[config.mk]
export PLATFORM = sky130hd
export DESIGN_NAME = button_debounce_repeat_long_flat
export DESIGN_NICKNAME = d
export VERILOG_FILES = /design/src/rtl/bdr_pkg.sv /design/src/rtl/bdr_ifs.sv /design/src/rtl/bdr_cfg.sv /design/src/rtl/bdr_in_stage.sv /design/src/rtl/bdr_core.sv /design/src/rtl/button_debounce_repeat_long.sv /design/src/flat_wrapper.sv
export SDC_FILE = /design/constraint.sdc
export NUM_CORES = 1
export LEC_CHECK = 0
export ABC_CLOCK_PERIOD_IN_PS = 17500
export BUFFER_PORTS_ARGS = -buffer_cell sky130_fd_sc_hd__buf_2
export CAP_MARGIN = 20
export CORE_ASPECT_RATIO = 1.1
export CORE_MARGIN = 4
export CORE_UTILIZATION = 49
export DETAILED_ROUTE_END_ITERATION = 8
export PLACE_DENSITY = 0.67
export SETUP_SLACK_MARGIN = 0.4
export SKIP_LAST_GASP = 1
export SLEW_MARGIN = 0
export SYNTH_ARGS = -nofsm -noshare
export SYNTH_HDL_FRONTEND = slang
export SYNTH_SLANG_ARGS = --single-unit
[constraint.sdc]
create_clock -name i_clk -period 17.5 [get_ports i_clk]
set_input_delay 3.5 -clock i_clk [delete_from_list [all_inputs] [get_ports i_clk]]
set_output_delay 3.5 -clock i_clk [all_outputs]
set_load 0.02 [all_outputs]
[src/rtl/bdr_pkg.sv]
// shared types and constants for the button debounce / repeat / long press block
`timescale 1ns / 1ps

package bdr_pkg;

    localparam int BDR_NUM_BUTTONS = 8;
    localparam int FIELD_W         = 8;
    localparam int TIME_W          = 32;
    localparam int CFG_W           = 16;
    localparam int CFG_IDX_W       = 3;

    // register indexes
    localparam logic [CFG_IDX_W-1:0] REG_DEBOUNCE    = 3'd0;
    localparam logic [CFG_IDX_W-1:0] REG_REP_INTERVAL = 3'd1;
    localparam logic [CFG_IDX_W-1:0] REG_REP_WAIT    = 3'd2;
    localparam logic [CFG_IDX_W-1:0] REG_LONG_WAIT   = 3'd3;
    localparam logic [CFG_IDX_W-1:0] REG_REP_ENABLE  = 3'd4;
    localparam logic [CFG_IDX_W-1:0] REG_LONG_ENABLE = 3'd5;

    // reset values
    localparam logic [CFG_W-1:0] RST_DEBOUNCE     = 16'd20;
    localparam logic [CFG_W-1:0] RST_REP_INTERVAL = 16'd100;
    localparam logic [CFG_W-1:0] RST_REP_WAIT     = 16'd200;
    localparam logic [CFG_W-1:0] RST_LONG_WAIT    = 16'd3000;

    typedef struct packed {
        logic [CFG_W-1:0] debounce_ms;
        logic [CFG_W-1:0] repeat_interval_ms;
        logic [CFG_W-1:0] repeat_wait_ms;
        logic [CFG_W-1:0] long_wait_ms;
        logic             repeat_enable;
        logic             long_enable;
    } t_cfg;

    typedef struct packed {
        logic [FIELD_W-1:0] buttons;
        logic [TIME_W-1:0]  now_ms;
    } t_sample;

endpackage

[src/rtl/bdr_ifs.sv]
// valid/ready channel interfaces for sample words and result words
`timescale 1ns / 1ps

interface bdr_in_if;
    logic                    valid;
    logic                    ready;
    logic [bdr_pkg::FIELD_W-1:0] buttons;
    logic [bdr_pkg::TIME_W-1:0]  now_ms;

    modport source (output valid, output buttons, output now_ms, input ready);
    modport sink   (input valid, input buttons, input now_ms, output ready);
endinterface

interface bdr_out_if;
    logic                    valid;
    logic                    ready;
    logic                    accepted;
    logic [bdr_pkg::FIELD_W-1:0] stable_state;
    logic [bdr_pkg::FIELD_W-1:0] down_mask;
    logic [bdr_pkg::FIELD_W-1:0] up_mask;
    logic [bdr_pkg::FIELD_W-1:0] press_mask;
    logic [bdr_pkg::FIELD_W-1:0] long_mask;

    modport source (output valid, output accepted, output stable_state, output down_mask,
                    output up_mask, output press_mask, output long_mask, input ready);
    modport sink   (input valid, input accepted, input stable_state, input down_mask,
                    input up_mask, input press_mask, input long_mask, output ready);
endinterface

[src/rtl/bdr_cfg.sv]
// configuration register file
`timescale 1ns / 1ps

module bdr_cfg (
    input  logic                           i_clk,
    input  logic                           i_rst_n,
    input  logic                           i_cfg_we,
    input  logic [bdr_pkg::CFG_IDX_W-1:0]  i_cfg_idx,
    input  logic [bdr_pkg::CFG_W-1:0]      i_cfg_data,
    output bdr_pkg::t_cfg                  o_cfg
);
    import bdr_pkg::*;

    t_cfg r_cfg;

    always_ff @(posedge i_clk) begin
        if (!i_rst_n) begin
            r_cfg.debounce_ms        <= RST_DEBOUNCE;
            r_cfg.repeat_interval_ms <= RST_REP_INTERVAL;
            r_cfg.repeat_wait_ms     <= RST_REP_WAIT;
            r_cfg.long_wait_ms       <= RST_LONG_WAIT;
            r_cfg.repeat_enable      <= 1'b0;
            r_cfg.long_enable        <= 1'b0;
        end else if (i_cfg_we) begin
            case (i_cfg_idx)
                REG_DEBOUNCE:     r_cfg.debounce_ms        <= i_cfg_data;
                REG_REP_INTERVAL: r_cfg.repeat_interval_ms <= i_cfg_data;
                REG_REP_WAIT:     r_cfg.repeat_wait_ms     <= i_cfg_data;
                REG_LONG_WAIT:    r_cfg.long_wait_ms       <= i_cfg_data;
                REG_REP_ENABLE:   r_cfg.repeat_enable      <= i_cfg_data[0];
                REG_LONG_ENABLE:  r_cfg.long_enable        <= i_cfg_data[0];
                default: ;
            endcase
        end
    end

    assign o_cfg = r_cfg;

endmodule

[src/rtl/bdr_in_stage.sv]
// input register stage for sample words
`timescale 1ns / 1ps

module bdr_in_stage (
    input  logic             i_clk,
    input  logic             i_rst_n,
    bdr_in_if.sink           i_in,
    input  logic             i_adv,
    output logic             o_valid,
    output bdr_pkg::t_sample o_sample
);
    import bdr_pkg::*;

    logic    r_valid;
    t_sample r_sample;
    logic    w_take;

    // refill in the same cycle the held word moves on
    assign i_in.ready = !r_valid || i_adv;
    assign w_take     = i_in.valid && i_in.ready;

    always_ff @(posedge i_clk) begin
        if (!i_rst_n) begin
            r_valid <= 1'b0;
        end else if (w_take) begin
            r_valid <= 1'b1;
        end else if (i_adv) begin
            r_valid <= 1'b0;
        end
    end

    always_ff @(posedge i_clk) begin
        if (w_take) begin
            r_sample.buttons <= i_in.buttons;
            r_sample.now_ms  <= i_in.now_ms;
        end
    end

    assign o_valid  = r_valid;
    assign o_sample = r_sample;

endmodule

[src/rtl/bdr_core.sv]
// debounce, autorepeat and long press state with the result register
`timescale 1ns / 1ps

module bdr_core #(
    parameter int NUM_BUTTONS = bdr_pkg::BDR_NUM_BUTTONS
) (
    input  logic             i_clk,
    input  logic             i_rst_n,
    input  bdr_pkg::t_cfg    i_cfg,
    input  logic             i_valid,
    input  bdr_pkg::t_sample i_sample,
    output logic             o_adv,
    bdr_out_if.source        o_out
);
    import bdr_pkg::*;

    localparam int ACT = (NUM_BUTTONS < FIELD_W) ? NUM_BUTTONS : FIELD_W;

    logic [ACT-1:0]    r_prev;
    logic [TIME_W-1:0] r_last_change;
    logic [TIME_W-1:0] r_last_down;
    logic [TIME_W-1:0] r_last_repeat;
    logic              r_long_done;

    logic [ACT-1:0]    n_prev;
    logic [TIME_W-1:0] n_last_change;
    logic [TIME_W-1:0] n_last_down;
    logic [TIME_W-1:0] n_last_repeat;
    logic              n_long_done;

    logic              r_out_valid;
    logic              r_acc;
    logic [ACT-1:0]    r_stable, r_down, r_up, r_press, r_long;
    logic              n_acc;
    logic [ACT-1:0]    n_down, n_up, n_press, n_long;

    logic [ACT-1:0]    w_cur;
    logic [TIME_W-1:0] w_now;
    logic [TIME_W-1:0] w_el_change, w_el_down, w_el_repeat;
    logic              w_deb_ok, w_rwait_ok, w_rint_ok, w_long_ok;

    assign w_cur = i_sample.buttons[ACT-1:0];
    assign w_now = i_sample.now_ms;

    // wrapping elapsed times, limits compared strictly greater
    assign w_el_change = w_now - r_last_change;
    assign w_el_down   = w_now - r_last_down;
    assign w_el_repeat = w_now - r_last_repeat;
    assign w_deb_ok    = w_el_change > TIME_W'(i_cfg.debounce_ms);
    assign w_rwait_ok  = w_el_down   > TIME_W'(i_cfg.repeat_wait_ms);
    assign w_rint_ok   = w_el_repeat > TIME_W'(i_cfg.repeat_interval_ms);
    assign w_long_ok   = w_el_down   > TIME_W'(i_cfg.long_wait_ms);

    assign o_adv = i_valid && (!r_out_valid || o_out.ready);

    always_comb begin
        n_prev        = r_prev;
        n_last_change = r_last_change;
        n_last_down   = r_last_down;
        n_last_repeat = r_last_repeat;
        n_long_done   = r_long_done;
        n_acc         = 1'b0;
        n_down        = '0;
        n_up          = '0;
        n_press       = '0;
        n_long        = '0;

        // an all-released sample rearms the long press
        if (w_cur == '0) begin
            n_long_done = 1'b0;
        end

        if (w_cur != r_prev) begin
            if (w_deb_ok) begin
                if (r_prev == '0) begin
                    n_last_down   = w_now;
                    n_last_repeat = w_now;
                end
                n_down = w_cur & ~r_prev;
                n_up   = r_prev & ~w_cur;
                if (i_cfg.repeat_enable) begin
                    n_press = w_cur & ~r_prev;
                end
                n_prev        = w_cur;
                n_last_change = w_now;
                n_acc         = 1'b1;
            end
        end else if (i_cfg.repeat_enable && w_cur != '0) begin
            if (w_rwait_ok && w_rint_ok) begin
                n_press       = w_cur;
                n_last_repeat = w_now;
            end
        end else if (i_cfg.long_enable && w_cur != '0 && !r_long_done) begin
            if (w_long_ok) begin
                n_long_done = 1'b1;
                n_long      = w_cur;
            end
        end
    end

    always_ff @(posedge i_clk) begin
        if (!i_rst_n) begin
            r_prev        <= '0;
            r_last_change <= '0;
            r_last_down   <= '0;
            r_last_repeat <= '0;
            r_long_done   <= 1'b0;
            r_out_valid   <= 1'b0;
        end else begin
            if (o_adv) begin
                r_prev        <= n_prev;
                r_last_change <= n_last_change;
                r_last_down   <= n_last_down;
                r_last_repeat <= n_last_repeat;
                r_long_done   <= n_long_done;
                r_out_valid   <= 1'b1;
            end else if (o_out.ready) begin
                r_out_valid   <= 1'b0;
            end
        end
    end

    always_ff @(posedge i_clk) begin
        if (o_adv) begin
            r_acc    <= n_acc;
            r_stable <= n_prev;
            r_down   <= n_down;
            r_up     <= n_up;
            r_press  <= n_press;
            r_long   <= n_long;
        end
    end

    assign o_out.valid        = r_out_valid;
    assign o_out.accepted     = r_acc;
    assign o_out.stable_state = FIELD_W'(r_stable);
    assign o_out.down_mask    = FIELD_W'(r_down);
    assign o_out.up_mask      = FIELD_W'(r_up);
    assign o_out.press_mask   = FIELD_W'(r_press);
    assign o_out.long_mask    = FIELD_W'(r_long);

endmodule

[src/rtl/button_debounce_repeat_long.sv]
// top level: button debouncer with autorepeat and one-shot long press
// path: a sample word accepted passes the input register, then the result register,
//   before its result word is valid
// throughput: one sample word per cycle while no result word is stalled; the state update
//   is one pass of three 32-bit subtracts, four compares and bit logic in the result stage
// reset: synchronous active-low; clears config to defaults, all timers,
//   the accepted state, the long press flag and both valid flags
`timescale 1ns / 1ps

module button_debounce_repeat_long #(
    parameter int NUM_BUTTONS = bdr_pkg::BDR_NUM_BUTTONS
) (
    input  logic                          i_clk,
    input  logic                          i_rst_n,
    input  logic                          i_cfg_we,
    input  logic [bdr_pkg::CFG_IDX_W-1:0] i_cfg_idx,
    input  logic [bdr_pkg::CFG_W-1:0]     i_cfg_data,
    bdr_in_if.sink                        i_in,
    bdr_out_if.source                     o_out
);
    import bdr_pkg::*;

    t_cfg    w_cfg;
    t_sample w_sample;
    logic    w_valid;
    logic    w_adv;

    bdr_cfg u_cfg (
        .i_clk      (i_clk),
        .i_rst_n    (i_rst_n),
        .i_cfg_we   (i_cfg_we),
        .i_cfg_idx  (i_cfg_idx),
        .i_cfg_data (i_cfg_data),
        .o_cfg      (w_cfg)
    );

    bdr_in_stage u_in (
        .i_clk    (i_clk),
        .i_rst_n  (i_rst_n),
        .i_in     (i_in),
        .i_adv    (w_adv),
        .o_valid  (w_valid),
        .o_sample (w_sample)
    );

    bdr_core #(
        .NUM_BUTTONS (NUM_BUTTONS)
    ) u_core (
        .i_clk    (i_clk),
        .i_rst_n  (i_rst_n),
        .i_cfg    (w_cfg),
        .i_valid  (w_valid),
        .i_sample (w_sample),
        .o_adv    (w_adv),
        .o_out    (o_out)
    );

    // input side only backs up when a result word is stuck
    a_ready_stall: assert property (@(posedge i_clk) disable iff (!i_rst_n)
        !i_in.ready |-> (o_out.valid && !o_out.ready))
        else $error("input stalled without a stalled result");

    // down and up masks only on an accepted change, and never overlap
    a_masks_acc: assert property (@(posedge i_clk) disable iff (!i_rst_n)
        (o_out.valid && !o_out.accepted) |-> (o_out.down_mask == '0 && o_out.up_mask == '0))
        else $error("change masks without accepted change");

    a_acc_nonzero: assert property (@(posedge i_clk) disable iff (!i_rst_n)
        (o_out.valid && o_out.accepted) |->
            ((o_out.down_mask | o_out.up_mask) != '0 && (o_out.down_mask & o_out.up_mask) == '0))
        else $error("accepted change with bad masks");

    // long press is exclusive of change and repeat reports
    a_long_excl: assert property (@(posedge i_clk) disable iff (!i_rst_n)
        (o_out.valid && o_out.long_mask != '0) |->
            (!o_out.accepted && o_out.press_mask == '0 && o_out.long_mask == o_out.stable_state))
        else $error("long press overlaps another report");

endmodule

[src/flat_wrapper.sv]
// flat-port wrapper written by rule: the top's interface ports become plain ports
module button_debounce_repeat_long_flat import bdr_pkg::*;
#(
    parameter int NUM_BUTTONS = bdr_pkg::BDR_NUM_BUTTONS
)
  (i_clk, i_rst_n, i_cfg_we, i_cfg_idx, i_cfg_data, i_in_valid, i_in_buttons, i_in_now_ms, i_in_ready, o_out_valid, o_out_accepted, o_out_stable_state, o_out_down_mask, o_out_up_mask, o_out_press_mask, o_out_long_mask, o_out_ready);
  bdr_in_if i_in_i ();
  bdr_out_if o_out_i ();
  input  logic i_clk;
  input  logic i_rst_n;
  input  logic i_cfg_we;
  input  logic [bdr_pkg::CFG_IDX_W-1:0] i_cfg_idx;
  input  logic [bdr_pkg::CFG_W-1:0] i_cfg_data;
  input wire logic [$bits(i_in_i.valid)-1:0] i_in_valid;
  input wire logic [$bits(i_in_i.buttons)-1:0] i_in_buttons;
  input wire logic [$bits(i_in_i.now_ms)-1:0] i_in_now_ms;
  output wire logic [$bits(i_in_i.ready)-1:0] i_in_ready;
  output wire logic [$bits(o_out_i.valid)-1:0] o_out_valid;
  output wire logic [$bits(o_out_i.accepted)-1:0] o_out_accepted;
  output wire logic [$bits(o_out_i.stable_state)-1:0] o_out_stable_state;
  output wire logic [$bits(o_out_i.down_mask)-1:0] o_out_down_mask;
  output wire logic [$bits(o_out_i.up_mask)-1:0] o_out_up_mask;
  output wire logic [$bits(o_out_i.press_mask)-1:0] o_out_press_mask;
  output wire logic [$bits(o_out_i.long_mask)-1:0] o_out_long_mask;
  input wire logic [$bits(o_out_i.ready)-1:0] o_out_ready;
  assign i_in_i.valid = i_in_valid;
  assign i_in_i.buttons = i_in_buttons;
  assign i_in_i.now_ms = i_in_now_ms;
  assign i_in_ready = i_in_i.ready;
  assign o_out_valid = o_out_i.valid;
  assign o_out_accepted = o_out_i.accepted;
  assign o_out_stable_state = o_out_i.stable_state;
  assign o_out_down_mask = o_out_i.down_mask;
  assign o_out_up_mask = o_out_i.up_mask;
  assign o_out_press_mask = o_out_i.press_mask;
  assign o_out_long_mask = o_out_i.long_mask;
  assign o_out_i.ready = o_out_ready;
  button_debounce_repeat_long #(.NUM_BUTTONS(NUM_BUTTONS)) u_core (.i_clk(i_clk), .i_rst_n(i_rst_n), .i_cfg_we(i_cfg_we), .i_cfg_idx(i_cfg_idx), .i_cfg_data(i_cfg_data), .i_in(i_in_i), .o_out(o_out_i));
endmodule
# --- Yosys cells after proc, flatten, opt, wreduce, memory -nomap -nowiden ---
# Index checks and enable logic that the tools add are counted.
word_totals:
  out_inout_bits: 43
  ff_bits: 254
  word_cells: 94
  input_bits: 64
op_classes:
  muxes: 22
  n_bitwise: 6
  addsub: 3
  n_eq_ne: 8
  magnitude_cmp: 4
  n_reduce_logical: 30
op_table:
  columns: ["op", "count"]
  rows:
  - ["32-bit 2-to-1 mux", 5]
  - ["32-bit by 16-bit greater-than comparator with 1-bit output", 4]
  - ["32-bit subtractor", 3]
  - ["8-bit 2-to-1 mux", 7]
  - ["8-bit bitwise AND", 2]
  - ["8-bit zero test", 2]
  - ["8-bit inverter", 2]
  - ["2-bit AND reduction", 7]
  - ["1-bit 2-to-1 mux", 10]
  - ["8-bit inequality test", 1]
  - ["2-bit nonzero test", 4]
  - ["8-bit nonzero test", 1]
  - ["3-bit by 2-bit equality test with 1-bit output (second input constant)", 2]
  - ["3-bit equality test (second input constant)", 2]
  - ["1-bit logical AND", 6]
  - ["5-bit AND reduction", 1]
  - ["4-bit AND reduction", 1]
  - ["4-bit OR reduction", 1]
  - ["3-bit by 1-bit equality test with 1-bit output (second input constant)", 1]
  - ["1-bit zero test", 3]
  - ["3-bit zero test", 1]
  - ["3-bit AND reduction", 1]
  - ["1-bit logical OR", 2]
  - ["2-bit by 1-bit inequality test with 1-bit output (second input constant)", 1]
  - ["2 further kinds", 3]

# --- Longest topological paths before layout ---
# Gate-level depths: netlist of run 1.
logic_depth:
  ltp_word: 6
  depth_mapped: 28
  ltp_nobuf: 25

# --- By module ---
# Synthesis of run 1 repeated with hierarchy kept, for this count alone.
hier_totals:
  hier_cells: 1990
  hier_area_um2: 17307.8
by_module_without_submodules:
  columns: ["module", "n_inst", "cells_per_inst", "area_per_inst_um2"]
  rows:
  - ["bdr_core", 1, 1693, 13480.4]
  - ["bdr_cfg", 1, 252, 2568.7]
  - ["bdr_in_stage", 1, 45, 1258.7]

# --- Worst setup path before layout of run 1 ---
# Ideal clock, no wire load.
synth_timing:
  path_type: "input to output"
  start: "input port o_out_ready"
  end: "output port i_in_ready"
  n_path_buf: 0
  path_slack_ns: 10.129
  arrival_ns: 3.871
  path_stages: 2
  path_cell_list: "nor2b_1 nand2_1"
synth_via:
  elab_chain_cells: 3
synth_rtl:
  columns: ["element", "line", "rtl"]
  rows:
  - ["start: declaration", "flat_wrapper.sv:25", "input wire logic [$bits(o_out_i.ready)-1:0] o_out_ready;"]
  - ["1-bit logical OR", "bdr_core.sv:54", "assign o_adv = i_valid && (!r_out_valid || o_out.ready);"]
  - ["1-bit logical AND", "bdr_core.sv:54", null]
  - ["1-bit logical OR", "bdr_in_stage.sv:19", "assign i_in.ready = !r_valid || i_adv;"]
  - ["end: declaration", "flat_wrapper.sv:17", "output wire logic [$bits(i_in_i.ready)-1:0] i_in_ready;"]
# Every way passes these cells.

# --- Worst setup path after layout of run 1 ---
# Same ends and word-level chain as after synthesis.

==> results of run 1 <==
## cell usage in the layout (no fill, tap or decap), types with 8 or more instances in the layout
cell type and n:
nand2b_1 17, buf_2 105, inv_1 188, nand2_1 331, a31oi_1 16, clkbuf_16 29
mux2i_1 106, a21boi_0 59, a21o_1 38, xnor2_1 44, nor3_1 25, o21bai_1 12
nand4_1 47, o21a_1 18, o211ai_1 27, a21oi_1 116, a22o_1 8, nor4_1 12
or4_1 8, o221ai_1 8, and2_1 36, edfxtp_1 81, nand3_1 42, xor2_1 25
nor2_1 87, o21ai_0 71, and3_1 9, dfxtp_1 173, nor2b_1 44, a211oi_1 14
ha_1 173
## worst max-delay path: cells and delay by family
kind | cells | cell delay (ps)
and+or+nand+nor | 2 | 420
buffers and inverters | 2 | 270
## sequential cells by signal (all words and copies together), names as in the netlist
signal                            flops
u_core.u_in.o_sample                 40
u_core.u_core.o_out.down_mask         8
u_core.u_core.r_long_done             1
u_core.u_core.o_out.stable_state      8
u_core.u_core.o_out.valid             1
u_core.u_core.r_prev                  8
u_core.u_core.r_last_down            32
u_core.u_core.r_last_change          32
u_core.u_core.o_out.press_mask        8
u_core.u_in.o_valid                   1
u_core.u_core.o_out.accepted          1
u_core.u_core.o_out.long_mask         8
u_core.u_core.o_out.up_mask           8
u_core.u_cfg.o_cfg                   66
u_core.u_core.r_last_repeat          32
## cell families after synthesis
group | share of synthesized area (%)
mux | 6.32
fa+ha+maj | 13.0
compound gates | 17.4
flops | 34.4
simple gates | 18.8
xor+xnor | 3.53
buf+inv | 6.51
## layer usage
| metal | routed length [um] | share of wire, % | track usage (%) |
|---|---|---|---|
| met2 | 20400 | 46 | 38.4 |
| met5 | 0 | 0 | 0 |
| met3 | 1760 | 4.0 | 2.44 |
| met4 | 1560 | 3.5 | 8.00 |
| met1 | 20300 | 46 | 29.6 |
## report_power, final
| group | total (mW) | internal (mW) | switching [mW] |
|---|---|---|---|
| sequential | 0.658 | 0.636 | 0.0219 |
| combinational | 0.411 | 0.164 | 0.247 |
| clock | 0.649 | 0.400 | 0.249 |
## area by class of cell
type / count / area, um2 / area share (%)
inverter: 188 / 706 / 3.73
timing repair buffer: 113 / 613 / 3.24
tap: 438 / 548 / 2.89
clock inverter: 15 / 216 / 1.14
sequential: 254 / 5900 / 31.1
clock buffer: 39 / 813 / 4.30
multi-input combinational: 1490 / 10100 / 53.6
## path summary, 6_finish.rpt
path | to | cells after the start | from | slack, ps
max reg2reg | u_core.u_core.r_last_change[12] | 25 | u_core.u_in.o_sample[1] | 10350
max | i_in_ready | 4 | o_out_ready | 9810
min | u_core.u_core.r_last_repeat[18] | 2 | u_core.u_core.r_last_repeat[18] | 460
min reg2reg | u_core.u_core.r_last_repeat[18] | 2 | u_core.u_core.r_last_repeat[18] | 460
## stage by stage
stage	cells	utilization [%]	power [mW]
3_5_place_dp	2481	52.0	1.08
5_1_grt	2537	55.1	1.81
6_report	2537	55.1	1.72
3_3_place_gp	2481	52.0	1.07
2_1_floorplan	2020	-	0.968
4_1_cts	2535	55.0	1.73
==> results.yml, run 1 <==
run_status:
  status: "complete, no violations"
grt:
  grt.total_usage_pct: 22.4
  antenna_found_initial: 0
  grt_first_pass_wirelength_um: 70700
  grt_pass1_vias: 13800
  grt-ovfl-total: 0
  grt_max_degree: 118
drt:
  first_pass_iters: 5
  avgRoutedWirePerCell_um: 17.4
  first_iter_violations: 827
  ant_nets: 0
  vias_per_cell: 5.59
  post-route-drc-count: 0
  routed_wl_um: 44100
  num_vias: 14200
synthesis:
  synth-edff-count: 81
  yosysMostFrequentCell: "nand2_1"
  yosysSeqAreaShare_pct: 34.4
  synth-seq-cells: 254
  ys_types: 75
  avgSynthCellArea_um2: 8.48
  synth_top_area_cell: "dfxtp_1"
  syn_nets: 2260
  synthCells: 2020
  synthDominantCellAreaShare_pct: 20.2
  async_flop_share_pct: 0
  ys_warn_count: 0
  synthTopCellsByCount: "nand2_1 (331), inv_1 (188), dfxtp_1 (173), ha_1 (173), a21oi_1 (116)"
  ys.flop_type: "dfxtp_1"
  synth_area_leaders: "dfxtp_1 (20%), edfxtp_1 (14%), ha_1 (13%), nand2_1 (7.3%), mux2i_1 (6.2%)"
  synth.cell_area_mm2: 0.0171
setup_path:
  critPathSlowestCell: "nor2b_1"
  crit_required_ps: 14000
  path_cells: "buf_2 > nor2b_1 > nand2_1 > buf_2"
  startpoint_type: "primary input"
  worstSetupPathType: "in2out"
  crit_fanout: 4
  max_stage_delay_ps: 310
  worst-endpoint-arrival_ps: 4190
  crit_path_frequent_cell: "buf_2"
  cp-end-kind: "output port"
sta:
  timing.fmax_ghz: 0.130
  fin_tns_setup_ps: 0
  finalHoldViolCount: 0
  slew_viol_final: 0
  fin_skew_ps: 16.1
  finalWorstSetupSlack_ps: 9810
  maxSlewHeadroom_pct: 30.4
  post-route-min-period_ps: 7690
  setup_viol: 0
  tightest_slew_ps: 1040
  whs_ps: 458
  period_share_pct: 43.9
  rsz0062_at_grt: "false"
clock_network:
  cts_tree: "done"
  cts_inserted_buffers: 29
  cts_resized: 0
  ctsHoldBuffers: 0
  clkSlewWorstSetupHoldPaths_ps: 50
  insertion_delay_ps: 560
  clock_path_buffers: 3
  cts.sinks: 254
  cts-root-buf: "clkbuf_16"
  htreeDepth: 1
  post_cts_buffers: 0
die:
  pin_count: 107
  core_area_mm2: 0.0344
  die_area_mm2: 0.0380
  die_height_um: 204
  row_count: 71
  start_util_pct: 49.8
  die_w_um: 186
layout:
  diodes: 0
  area_growth_pct: 10.5
  nFillCells: 3234
  final_nets: 2316
  final_area_mm2: 0.0189
  drive_gt1_share_pct: 8.86
run:
  cap_violations: 0
power:
  leakage_nw: 7.88
  power_density_mw_per_mm2: 90.7
  ir_drop_mv: 0.0930
placement:
  gp_congestion: 0.949
  dp_hpwl_um: 34400
  place_area_mm2: 0.0179
  pre_cts_slack_ps: 9810
  io_buffers: 106
hold_path:
  hold_class: "reg2reg"
Note: power is estimated with default switching activity, not from simulation.
==> inputs of run 2 (changes only) <==
ABC_CLOCK_PERIOD_IN_PS = 7570   (was 17500)
clock period = 7.57 ns   (was 17.5 ns; I/O delays follow)
==> results.yml, run 2 (synthesis gave the netlist of run 1 again) <==
layout:
  utilization_pct: 54.9
  final_cell_mix: "nand2_1 (331), inv_1 (188), ha_1 (173), dfxtp_1 (173), a21oi_1 (116)"
  final_area_mm2: 0.0189
  layout_commonest_cell: "nand2_1"
  nFillCells: 3221
  area_growth_pct: 10.1
  diodes: 0
  largest_register_ffs: 66
  drive_gt1_share_pct: 8.96
  final_nets: 2316
drt:
  first_iter_violations: 740
  vias_per_cell: 5.65
  ant_nets: 0
  num_vias: 14300
  routed_wl_um: 44300
  post-route-drc-count: 0
  avgRoutedWirePerCell_um: 17.5
  first_pass_iters: 7
power:
  switching_share_pct: 30.8
  p_comb_share_pct: 24.6
  power_density_mw_per_mm2: 205
  cell_internal_pwr_mw: 2.67
  leakage_nw: 7.85
  power_frac_seq_pct: 39.4
  p_sw_mw: 1.19
  power_frac_clock_pct: 36.0
  ir_drop_mv: 0.184
grt:
  grt_first_pass_wirelength_um: 71500
  grt.total_usage_pct: 22.7
  antenna_found_initial: 0
  grt-ovfl-total: 0
  grt_max_degree: 119
  grt_pass1_vias: 14000
run:
  cap_violations: 0
clock_network:
  clkSlewWorstSetupHoldPaths_ps: 60
  insertion_delay_ps: 560
  cts_tree: "done"
  cts_inserted_buffers: 28
  post_cts_buffers: 0
  clock_path_buffers: 3
  ctsHoldBuffers: 0
  cts_resized: 0
  cts-root-buf: "clkbuf_16"
  cts.sinks: 254
  htreeDepth: 1
sta:
  finalWorstSetupSlack_ps: 953
  whs_ps: 458
  post-route-min-period_ps: 6620
  finalHoldViolCount: 0
  fin_tns_setup_ps: 0
  fin_skew_ps: 11.5
  timing.fmax_ghz: 0.151
  period_share_pct: 87.4
  setup_viol: 0
  slew_viol_final: 0
  maxSlewHeadroom_pct: 34.3
  rsz0062_at_grt: "false"
  tightest_slew_ps: 973
placement:
  pre_cts_slack_ps: 978
  io_buffers: 106
  place_area_mm2: 0.0179
  gp_congestion: 0.944
  dp_hpwl_um: 34300
run_status:
  status: "complete, no violations"
die:
  die_area_mm2: 0.0380
  core_area_mm2: 0.0344
  die_w_um: 186
  start_util_pct: 49.8
  row_count: 71
  die_height_um: 204
  pin_count: 107
setup_path:
  reg2regPathDepth: 24
  worstSetupPathType: "reg2reg"
  startpoint_type: "register"
  crit_required_ps: 8050
  crit_fanout: 40
  cp-end-kind: "register"
  worst-endpoint-arrival_ps: 7090
hold_path:
  hold_class: "reg2reg"
  hold_path_depth: 2
run 2: path summary, 6_finish.rpt:
path	from	to	slack, ps
worst max-delay path	u_core.u_in.o_sample[1]	u_core.u_core.r_last_change[13]	950
worst min-delay path	u_core.u_core.r_last_repeat[19]	u_core.u_core.r_last_repeat[19]	460
worst max register to register	u_core.u_in.o_sample[1]	u_core.u_core.r_last_change[13]	950
worst min register to register	u_core.u_core.r_last_repeat[19]	u_core.u_core.r_last_repeat[19]	460
run 2: cell type report:
| class | count | area [um2] | area share, % |
|---|---|---|---|
| tap | 438 | 548 | 2.90 |
| sequential | 254 | 5900 | 31.2 |
| clock inverter | 11 | 98.8 | 0.524 |
| multi-input combinational | 1490 | 10100 | 53.7 |
| timing repair buffer | 114 | 626 | 3.31 |
| clock buffer | 41 | 858 | 4.55 |
| inverter | 188 | 706 | 3.74 |
run 2: worst max-delay path: stages, from the launching register on:
cell,delay (ps)
edfxtp_1,530
ha_1,340
nor2b_1,140
o2111ai_1,250
nand3_1,150
a21oi_1,160
nor2_1,50
nor2_1,150
o21bai_1,80
a21o_1,200
a21boi_0,270
o21ai_0,140
xor2_1,160
ha_1,300
nand4_1,100
or3_1,350
nor2_1,150
nor2_1,50
or3_1,410
or4_1,510
or4_1,750
nor2b_2,310
nand2_2,80
buf_4,560
mux2i_1,280
run 2: metal layers:
metal | global-route usage (%) | wire [um] | up-vias
li1 | - | - | 7200
met1 | 29.6 | 20100 | 6694
met2 | 39.6 | 20800 | 355
met3 | 2.58 | 2090 | 74
met4 | 7.61 | 1360 | 0
met5 | 0 | 0 | -
run 2: through the flow:
stage	power [mW]	std cells
floorplan	2.24	2020
global placement	2.47	2482
detailed placement	2.49	2482
CTS	3.89	2534
global route	4.08	2536
finish	3.86	2536
run 2: power by group through the flow:
stage	logic [mW]	clock network [mW]	registers (mW)
floorplan	0.693	0	1.54
global placement	0.921	0	1.55
detailed placement	0.938	0	1.55
CTS	0.943	1.43	1.52
global route	1.07	1.48	1.53
finish	0.949	1.39	1.52
==> inputs of run 3 (changes only) <==
ABC_AREA = 1   (was unset)
PLACE_DENSITY = 0.66   (was 0.67)
==> results.yml, run 3 <==
layout:
  area_growth_pct: 9.78
  drive_gt1_share_pct: 7.29
  finalNonFillerCells: 3490
  final_nets: 3206
  layout_commonest_cell: "nand2_1"
  largest_register_ffs: 66
  final_cell_mix: "nand2_1 (857), inv_1 (603), nor2_1 (244)"
sta:
  fin_skew_ps: 24.7
  slew_viol_final: 0
  rsz0062_at_grt: "false"
  finalHoldViolCount: 0
  post-route-min-period_ps: 5110
  maxSlewHeadroom_pct: 26.3
  period_share_pct: 67.4
  fin_tns_setup_ps: 0
  setup_viol: 0
  timing.fmax_ghz: 0.196
  tightest_slew_ps: 1110
synthesis:
  synth.cell_area_mm2: 0.0189
  synth_top_area_cell: "dfxtp_1"
  ys.flop_type: "dfxtp_1"
  yosysSeqAreaShare_pct: 31.3
  synth_area_leaders: "dfxtp_1 (18%), nand2_1 (17%), edfxtp_1 (13%), inv_1 (12%), ha_1 (11%)"
  synthCells: 2883
  yosysMostFrequentCell: "nand2_1"
  synth-edff-count: 81
  async_flop_share_pct: 0
  synthDominantCellAreaShare_pct: 18.4
  synth-seq-cells: 254
  ys_types: 53
  synthTopCellsByCount: "nand2_1 (857), inv_1 (603), nor2_1 (244), a21oi_1 (188)"
  ys_warn_count: 0
  syn_nets: 3123
  avgSynthCellArea_um2: 6.54
setup_path:
  worst-endpoint-arrival_ps: 5510
  crit_fanout: 46
  worstSetupPathType: "reg2reg"
  crit_start: "u_core.u_in.o_sample[0]"
  cp-end-kind: "register"
  r2r_start: "u_core.u_in.o_sample[0]"
  critPathSlowestCell: "nor2_8"
  crit_path_frequent_cell: "nand2_1"
  crit_required_ps: 7970
  max_stage_delay_ps: 570
  startpoint_type: "register"
hold_path:
  hold_start: "u_core.u_core.r_last_down[18]"
  hold_class: "reg2reg"
die:
  die_w_um: 195
  pin_count: 107
  row_count: 75
  die_height_um: 214
  core_area_mm2: 0.0381
  start_util_pct: 49.5
  die_area_mm2: 0.0417
drt:
  post-route-drc-count: 0
  first_iter_violations: 1017
  num_vias: 17800
  avgRoutedWirePerCell_um: 16.5
  first_pass_iters: 5
  ant_nets: 0
  vias_per_cell: 5.10
  routed_wl_um: 57500
clock_network:
  clock_path_buffers: 3
  cts_resized: 0
  insertion_delay_ps: 580
  post_cts_buffers: 0
  cts.sinks: 254
  cts_inserted_buffers: 29
  cts-root-buf: "clkbuf_16"
  clkSlewWorstSetupHoldPaths_ps: 60
  ctsHoldBuffers: 0
  cts_tree: "done"
  htreeDepth: 1
placement:
  gp_congestion: 0.960
  dp_hpwl_um: 46300
  io_buffers: 106
  placed_cells: 3435
grt:
  grt_first_pass_wirelength_um: 88300
  grt_max_degree: 112
  grt.total_usage_pct: 26.6
  grt_pass1_vias: 16200
  antenna_found_initial: 2
  grt-ovfl-total: 0
run:
  cap_violations: 0
power:
  power_frac_clock_pct: 35.2
  power_frac_seq_pct: 36.9
  ir_drop_mv: 0.180
  leakage_nw: 10.7
  power_density_mw_per_mm2: 201
  cell_internal_pwr_mw: 2.72
  switching_share_pct: 34.5
  p_comb_share_pct: 27.9
  p_sw_mw: 1.43
run_status:
  status: "complete, no violations"
==> run 3: changes by cell type after synthesis, moves of 58 or more <==
cell | before | now
nand3_1 | 42 | 117
nor2_1 | 87 | 244
nand2_1 | 331 | 857
inv_1 | 188 | 603
a21boi_0 | 59 | 1
mux2i_1 | 106 | 0
a21oi_1 | 116 | 188
==> run 3: power groups by stage <==
stage                     registers (mW)  logic [mW]  clock network, mW
after floorplan                     1.55       0.825                  0
after global placement              1.56        1.13                  0
after detailed placement            1.56        1.14                  0
after CTS                           1.53        1.15               1.49
after global routing                1.54        1.31               1.54
final                               1.53        1.16               1.46
==> run 3: metrics by stage <==
stage	utilization, %	hold slack [ps]	power, mW	area [um2]	setup slack [ps]
final	54.3	461	4.15	20700	2460
after global routing	54.3	476	4.39	20700	2030
after CTS	54.3	464	4.17	20700	2500
after detailed placement	51.7	455	2.70	19700	2570
after global placement	51.7	447	2.69	19700	2560
after floorplan	-	433	2.38	18900	4120
==> run 3: cell families (layout without fill, tap and decap cells) <==
family                     Yosys count  in the layout  synth area share [%]
buffers and inverters              679            785                  14.2
AOI/OAI and AO/OA                  369            369                  10.6
and+or+nand+nor                   1360           1360                  30.1
DFF                                254            254                  31.3
other                                0              1                     0
xor gates and xnor gates            45             45                  2.09
adders and majority gates          176            176                  11.8
==> run 3: worst paths after layout <==
check        depth (start not counted)                             to  slack, ps
min reg2reg                          2  u_core.u_core.r_last_down[18]        460
max                                 29  u_core.u_core.r_last_down[20]       2460
min                                  2  u_core.u_core.r_last_down[18]        460
max reg2reg                         29  u_core.u_core.r_last_down[20]       2460
==> run 3: routing by layer <==
metal	part of all wire, %	track usage, %
met1	45	35.4
met2	47	45.8
met3	5.2	2.53
met4	3.5	8.84
met5	0	0
==> run 3: cell type report <==
class,instances,area [um2]
fill,3858,17400
tap,500,626
sequential,254,5900
timing repair buffer,111,571
inverter,620,2330
clock inverter,22,253
multi-input combinational,1950,10300
antenna,1,2.50
clock buffer,32,737
==> run 3: critical path: cells and delay by family, from the launching register on <==
kind | cells | cell delay [ps]
AOI/OAI and AO/OA | 1 | 290
xor gates and xnor gates | 1 | 220
adders and majority gates | 3 | 940
buffers and inverters | 3 | 400
DFF | 1 | 400
and+or+nand+nor | 21 | 2640
